`config.mk`:
```
export PLATFORM = sky130hd
export DESIGN_NAME = nns_dist
export DESIGN_NICKNAME = d
export VERILOG_FILES = /design/src/hdl/nns_pkg.sv /design/src/hdl/nns_dist.sv
export SDC_FILE = /design/constraint.sdc
export NUM_CORES = 2
export LEC_CHECK = 0
export ABC_AREA = 0
export ABC_CLOCK_PERIOD_IN_PS = 13900
export BUFFER_PORTS_ARGS = -buffer_cell sky130_fd_sc_hd__buf_4
export CAP_MARGIN = 20
export CORE_MARGIN = 3
export CORE_UTILIZATION = 65
export DETAILED_ROUTE_END_ITERATION = 10
export GPL_TIMING_DRIVEN = 0
export PLACE_DENSITY = 0.91
export RECOVER_POWER = 100
export SLEW_MARGIN = 20
export SYNTH_ARGS = -nofsm -noshare
export SYNTH_HDL_FRONTEND = slang
export SYNTH_SLANG_ARGS = --single-unit
```
`constraint.sdc`:
```
create_clock -name aclk -period 13.9 [get_ports aclk]
set_clock_uncertainty 0.15 [all_clocks]
set_input_delay 2.085 -clock aclk [delete_from_list [all_inputs] [get_ports aclk]]
set_output_delay 2.085 -clock aclk [all_outputs]
set_load 0.03 [all_outputs]
```
`src/hdl/nns_pkg.sv`:
```
`default_nettype none
// ----------------------------------------------------------------------------
// Nearest neighbor search package
// Shared sizes, codes and types for the brute-force nearest neighbor search.
// ----------------------------------------------------------------------------
package nns_pkg;

    localparam int ENTRIES = 64;
    localparam int DIM     = 3;

    localparam int IDX_W = (ENTRIES > 1) ? $clog2(ENTRIES) : 1;
    localparam int CNT_W = $clog2(ENTRIES + 1);

    localparam int COORD_W  = 16;
    localparam int VALUE_W  = 32;
    localparam int DIFF_W   = 17;
    localparam int SQ_W     = 32;
    localparam int DSQ_W    = 34;
    localparam int OUT_IDX_W = 6;

    localparam logic [1:0] FN_CLEAR  = 2'd0;
    localparam logic [1:0] FN_APPEND = 2'd1;
    localparam logic [1:0] FN_QUERY  = 2'd2;

    localparam logic [1:0] ST_OK    = 2'd0;
    localparam logic [1:0] ST_EMPTY = 2'd1;
    localparam logic [1:0] ST_FULL  = 2'd2;

    typedef struct packed {
        logic [2:0][COORD_W-1:0] coord;
        logic [VALUE_W-1:0]      value;
    } entry_t;

    typedef struct packed {
        logic               valid;
        logic [IDX_W-1:0]   idx;
        logic [VALUE_W-1:0] value;
    } dist_tag_t;

    function automatic logic [OUT_IDX_W-1:0] idx_to_out(input logic [IDX_W-1:0] i);
        logic [IDX_W+OUT_IDX_W-1:0] w;
        w = {{OUT_IDX_W{1'b0}}, i};
        return w[OUT_IDX_W-1:0];
    endfunction

endpackage
`default_nettype wire

```
`src/hdl/nns_dist.sv`:
```
`default_nettype none
// ----------------------------------------------------------------------------
// Nearest neighbor search distance unit
// Three-stage pipeline: coordinate differences, squares, sum of squares.
// ----------------------------------------------------------------------------
module nns_dist (
    input  wire logic                              aclk,
    input  wire logic                              aresetn,
    input  wire nns_pkg::dist_tag_t                in_tag,
    input  wire logic [2:0][nns_pkg::COORD_W-1:0]  query,
    input  wire logic [2:0][nns_pkg::COORD_W-1:0]  point,
    output nns_pkg::dist_tag_t                     out_tag,
    output logic [nns_pkg::DSQ_W-1:0]              out_dsq,
    output logic                                   busy
);

    nns_pkg::dist_tag_t tag1_reg, tag2_reg, tag3_reg;
    logic signed [nns_pkg::DIFF_W-1:0] diff_reg [3];
    logic signed [nns_pkg::DIFF_W-1:0] diff_next [3];
    logic [nns_pkg::SQ_W-1:0] sq_reg [3];
    logic [nns_pkg::SQ_W-1:0] sq_next [3];
    logic [nns_pkg::DSQ_W-1:0] dsq_reg;
    logic [nns_pkg::DSQ_W-1:0] dsq_next;

    always_comb begin
        logic signed [nns_pkg::DIFF_W-1:0] a;
        logic signed [nns_pkg::DIFF_W-1:0] b;
        logic signed [2*nns_pkg::DIFF_W-1:0] p;
        for (int k = 0; k < 3; k++) begin
            a = {query[k][nns_pkg::COORD_W-1], query[k]};
            b = {point[k][nns_pkg::COORD_W-1], point[k]};
            diff_next[k] = (k < nns_pkg::DIM) ? (a - b) : '0;
            p = diff_reg[k] * diff_reg[k];
            sq_next[k] = p[nns_pkg::SQ_W-1:0];
        end
        dsq_next = {2'b00, sq_reg[0]} + {2'b00, sq_reg[1]} + {2'b00, sq_reg[2]};
    end

    always_ff @(posedge aclk) begin
        if (!aresetn) begin
            tag1_reg.valid <= 1'b0;
            tag2_reg.valid <= 1'b0;
            tag3_reg.valid <= 1'b0;
        end else begin
            tag1_reg.valid <= in_tag.valid;
            tag2_reg.valid <= tag1_reg.valid;
            tag3_reg.valid <= tag2_reg.valid;
        end
        tag1_reg.idx   <= in_tag.idx;
        tag1_reg.value <= in_tag.value;
        tag2_reg.idx   <= tag1_reg.idx;
        tag2_reg.value <= tag1_reg.value;
        tag3_reg.idx   <= tag2_reg.idx;
        tag3_reg.value <= tag2_reg.value;
        for (int k = 0; k < 3; k++) begin
            diff_reg[k] <= diff_next[k];
            sq_reg[k]   <= sq_next[k];
        end
        dsq_reg <= dsq_next;
    end

    assign out_tag = tag3_reg;
    assign out_dsq = dsq_reg;
    assign busy    = tag1_reg.valid | tag2_reg.valid | tag3_reg.valid;

endmodule
`default_nettype wire

```
### Word level (Yosys, flattened, before mapping)

Memory sizes are Yosys's and may differ from the RTL's.
Cells that the tools add are included.

| word-level totals | value |
|---|---|
| flip-flop bits (word level) | 151 |
| RAM bits | 147 |
| input bits | 137 |
| output and inout port bits | 74 |
| word-level logic and storage cells | 22 |
| memories | 2 |

Memory list:

| memory | words | bits a word | read ports | clocked after memory_dff | wr ports | RTL line | source |
|---|---|---|---|---|---|---|---|
| sq_reg | 3 | 32 | 3 | 0 | 3 | nns_dist.sv:20 | `logic [nns_pkg::SQ_W-1:0] sq_reg [3];` |
| diff_reg | 3 | 17 | 3 | 0 | 3 | nns_dist.sv:18 | `logic signed [nns_pkg::DIFF_W-1:0] diff_reg [3];` |

| operators by class | value |
|---|---|
| add/sub/neg operators | 5 |
| multipliers | 3 |
| bitwise operators | 2 |

Operators with widths:

| kind | number |
|---|---|
| 17-bit by 17-bit multiplier with 32-bit output | 3 |
| 16-bit by 16-bit subtractor with 17-bit output | 3 |
| 33-bit by 32-bit adder with 34-bit output | 1 |
| 32-bit by 32-bit adder with 33-bit output | 1 |
| 1-bit bitwise OR | 2 |

### Logic depth before layout (Yosys ltp)

| depth | value |
|---|---|
| depth after elaboration | 2 |
| depth in mapped cells | 25 |
| mapped depth without buffers | 24 |

### Worst setup path before layout

OpenSTA, ideal clock, no wires.

| path | value |
|---|---|
| kind | register -> register |
| start | memory diff_reg[0][22] (netlist bit) |
| end | memory sq_reg[0][62] (netlist bit) |
| setup time | 125 ps |
| arrival time | 6,035 ps |
| setup slack | 7,590 ps |
| cell stages (with the launch flop) | 25 |
| buffers on the path | 2 |
| cell sequence | dfxtp_1 -> clkbuf_1 -> clkbuf_1 -> nand2_1 -> fa_1 -> inv_1 -> fa_1 -> inv_1 -> fa_1 -> inv_1 -> fa_1 -> fa_1 -> inv_1 -> fa_1 -> inv_1 -> ha_1 -> a21o_1 -> a21oi_1 -> and2b_2 -> a2111oi_4 -> o21ai_2 -> o311a_1 -> nand3_2 -> a31oi_1 -> xor2_1 |

RTL lines:

| element | RTL line |
|---|---|
| start, declared | nns_dist.sv:18 |
| end, declared | nns_dist.sv:20 |

==> results.json <==
{
  "end_kind": "flop",
  "rows": 88,
  "core_area_mm2": 0.05803,
  "synth-edff-count": 0,
  "insertion_delay_ns": 0.58,
  "max_freq_mhz": 116.6,
  "tightest_slew_ns": 1.348,
  "dieArea_mm2": 0.06199,
  "synthFlopType": "dfxtp_1",
  "place_hpwl_mm": 72.19,
  "yosysSeqAreaShare_pct": 15.39,
  "reg2reg_slack_ns": 5.32,
  "wl_per_cell_um": 17.93,
  "hold_viol_final": 0,
  "gp_congestion": 0.9674,
  "overflow": 0,
  "diodes": 0,
  "cts_tree": "yes",
  "fin_crit_ns": 8.576,
  "yosys.area.top_type": "fa_1",
  "grt_pass1_wl_mm": 148.1,
  "ys_types": 66,
  "grt_pass1_vias": 30470,
  "drc": 0,
  "routed_via_density": 5.498,
  "globalRouteMet3Util_pct": 6.431,
  "synth_compound_area_share_pct": 6.205,
  "nets": 5432,
  "outcome": "finished, final reports clean",
  "grt_max_degree": 15,
  "grtUsageTotal_pct": 29.79,
  "synth_commonest_cells": "1075 x inv_1, 803 x fa_1, 331 x ha_1",
  "r2r-end": "sq_reg[0][62]$_DFF_P_",
  "path_max_fanout": 10,
  "die_y_um": 249.0,
  "ctsHoldBuffers": 0,
  "synthXorXnorAreaFrac_pct": 4.679,
  "crit_end": "sq_reg[0][62]$_DFF_P_",
  "netlist_instances": 3911,
  "syn_area_per_cell_um2": 9.812,
  "ys_ff_latch": 295,
  "cp.arrival_ns": 8.85,
  "setup_viol": 0,
  "initial_core_util_pct": 66.13,
  "fin_crit_sh_pct": 61.70,
  "yosysTopAreaCellShare_pct": 41.89,
  "ant_nets": 0,
  "wl_mm": 88.77,
  "path_cells": "clkbuf_1 > clkbuf_1 > nand2_1 > fa_1 > fa_1 > fa_1 > inv_1 > fa_1 > fa_1 > inv_1 > fa_1 > inv_1 > ha_1 > a21o_1 > a21oi_1 > and2b_2 > a2111oi_0 > o21ai_0 > o311a_1 > nand3_1 > a31oi_1 > xor2_1",
  "drv_slew": 0,
  "dr.pass1.iters": 6,
  "reg2reg_depth": 22,
  "synth_warnings": 0,
  "worstHoldStart": "tag2_reg[27]$_DFF_P_",
  "syn_area_mm2": 0.03837,
  "synth_fa_ha_area_share_pct": 52.69,
  "grt_util_met1_pct": 36.03,
  "min_path_type": "reg -> reg",
  "cts_max_level": 2,
  "cts_root_buffer": "clkbuf_16",
  "cts_buffers": 36,
  "antenna_found_initial": 2,
  "cts_max_path_buffers": 3,
  "crit_slowest_cell": "a2111oi_0",
  "max-slew-margin-rel_pct": 8.970,
  "vias": 27210,
  "crit_type": "reg -> reg",
  "synthSimpleGateAreaFrac_pct": 9.723,
  "tns_ns": 0,
  "critPathLaunchType": "flop",
  "io_pins": 211,
  "grtUsageMet2_pct": 50.83,
  "largest_reg_flops": 93,
  "r2r-start": "diff_reg[0][19]$_DFF_P_",
  "crit_path_max_incr_delay_ns": 1.10,
  "muxShareOfSynthArea_pct": 0.08804,
  "top_usage_layer": "met2",
  "io_buffers": 210,
  "async_flop_share_pct": 0,
  "path_common_cell": "fa_1",
  "required_ns": 14.17,
  "area_growth_pct": 8.667,
  "dr.first_iter.drc_count": 1956,
  "synth_top_family_by_area": "adder cells",
  "startpoint": "diff_reg[0][19]$_DFF_P_",
  "max_cap_viol_count": 0,
  "die_w_um": 249.0,
  "final_layout_size_suffix_gt1_share_pct": 5.066,
  "synth.most_common_cell": "inv_1",
  "clock-sinks": 295,
  "cts_setup_buffers": 0,
  "clk_pin_slew_ns": 0.06,
  "rsz0062_at_grt": "false",
  "synthTopCellsByArea": "fa_1 42%, dfxtp_1 15%, ha_1 11%, inv_1 11%, xnor2_1 3.8%",
  "cts_resized": 0
}
==> metal layers <==
metal	up-vias	part of all wire [%]
li1	12120	-
met1	13540	36
met5	-	0.016
met4	2	5.1
met3	327	8.7
met2	1223	50
==> logic make-up (layout without fill, tap and decap cells) <==
logic type	after synthesis	count (layout)
buf+inv	1147	1419
fa+ha+maj	1134	1134
simple gates	770	770
compound gates	356	356
flops	295	295
xor+xnor	205	205
mux	3	3
other cells	1	3
==> metrics by stage <==
stage / utilization (%) / setup WS [ns] / hold slack (ns) / instance area [um^2] / std cells
CTS: 72.48 / 6.188 / 0.1721 / 42050 / 4950
floorplan: - / 7.590 / 0.1596 / 38380 / 3913
finish: 71.86 / 5.324 / 0.1724 / 41700 / 4950
global placement: 70.51 / 6.399 / 0.1598 / 40910 / 4888
global route: 71.86 / 4.951 / 0.1777 / 41700 / 4950
detailed placement: 70.51 / 6.232 / 0.1621 / 40910 / 4888
==> how the worst min path moves through the flow <==
stage | end | slack, ns | cells after the start
2_1_floorplan | out_tag[0]$_DFF_P_ | 0.16 | 0
3_3_place_gp | tag2_reg[23]$_DFF_P_ | 0.16 | 0
3_5_place_dp | out_tag[13]$_DFF_P_ | 0.16 | 0
4_1_cts | out_tag[27]$_DFF_P_ | 0.17 | 0
5_1_grt | out_tag[11]$_DFF_P_ | 0.18 | 0
6_report | out_tag[27]$_DFF_P_ | 0.17 | 0
==> cell usage in the layout, fill, tap and decap left out, drive strengths merged, types with 23 or more instances in the layout <==
master | Yosys | final
o21a | 27 | 27
nor2 | 133 | 133
nor3 | 27 | 27
a21o | 56 | 56
o21ai | 53 | 53
nand2b | 23 | 23
fa | 803 | 803
nand2 | 280 | 280
ha | 331 | 331
dfxtp | 295 | 295
and2 | 171 | 171
buf | 3 | 93
clkbuf | 69 | 232
a21oi | 107 | 107
nor2b | 45 | 45
xnor2 | 165 | 165
xor2 | 40 | 40
nand3 | 32 | 32
inv | 1075 | 1080
==> cell type report <==
class | instances | area [um^2]
multi-input cells | 2471 | 28110
plain buffers | 72 | 270.3
repair buffers | 210 | 1284
flip-flops and latches | 295 | 5906
fillers | 3709 | 16330
clock inverters | 19 | 182.7
inverters | 1075 | 4035
well taps | 765 | 957.2
clock buffers | 43 | 957.2
==> worst max-delay path: cells and delay by family (launching register included) <==
family          cells  cell delay (ns)
fa+ha+maj           7             3.40
xor+xnor            1             0.16
simple gates        3             0.59
flops               1             0.38
buf+inv             5             1.26
compound gates      6             2.51
Power is left out: the tool's default activity adds up to more than one toggle a clock period on the data nets, which glitch-free logic cannot reach.
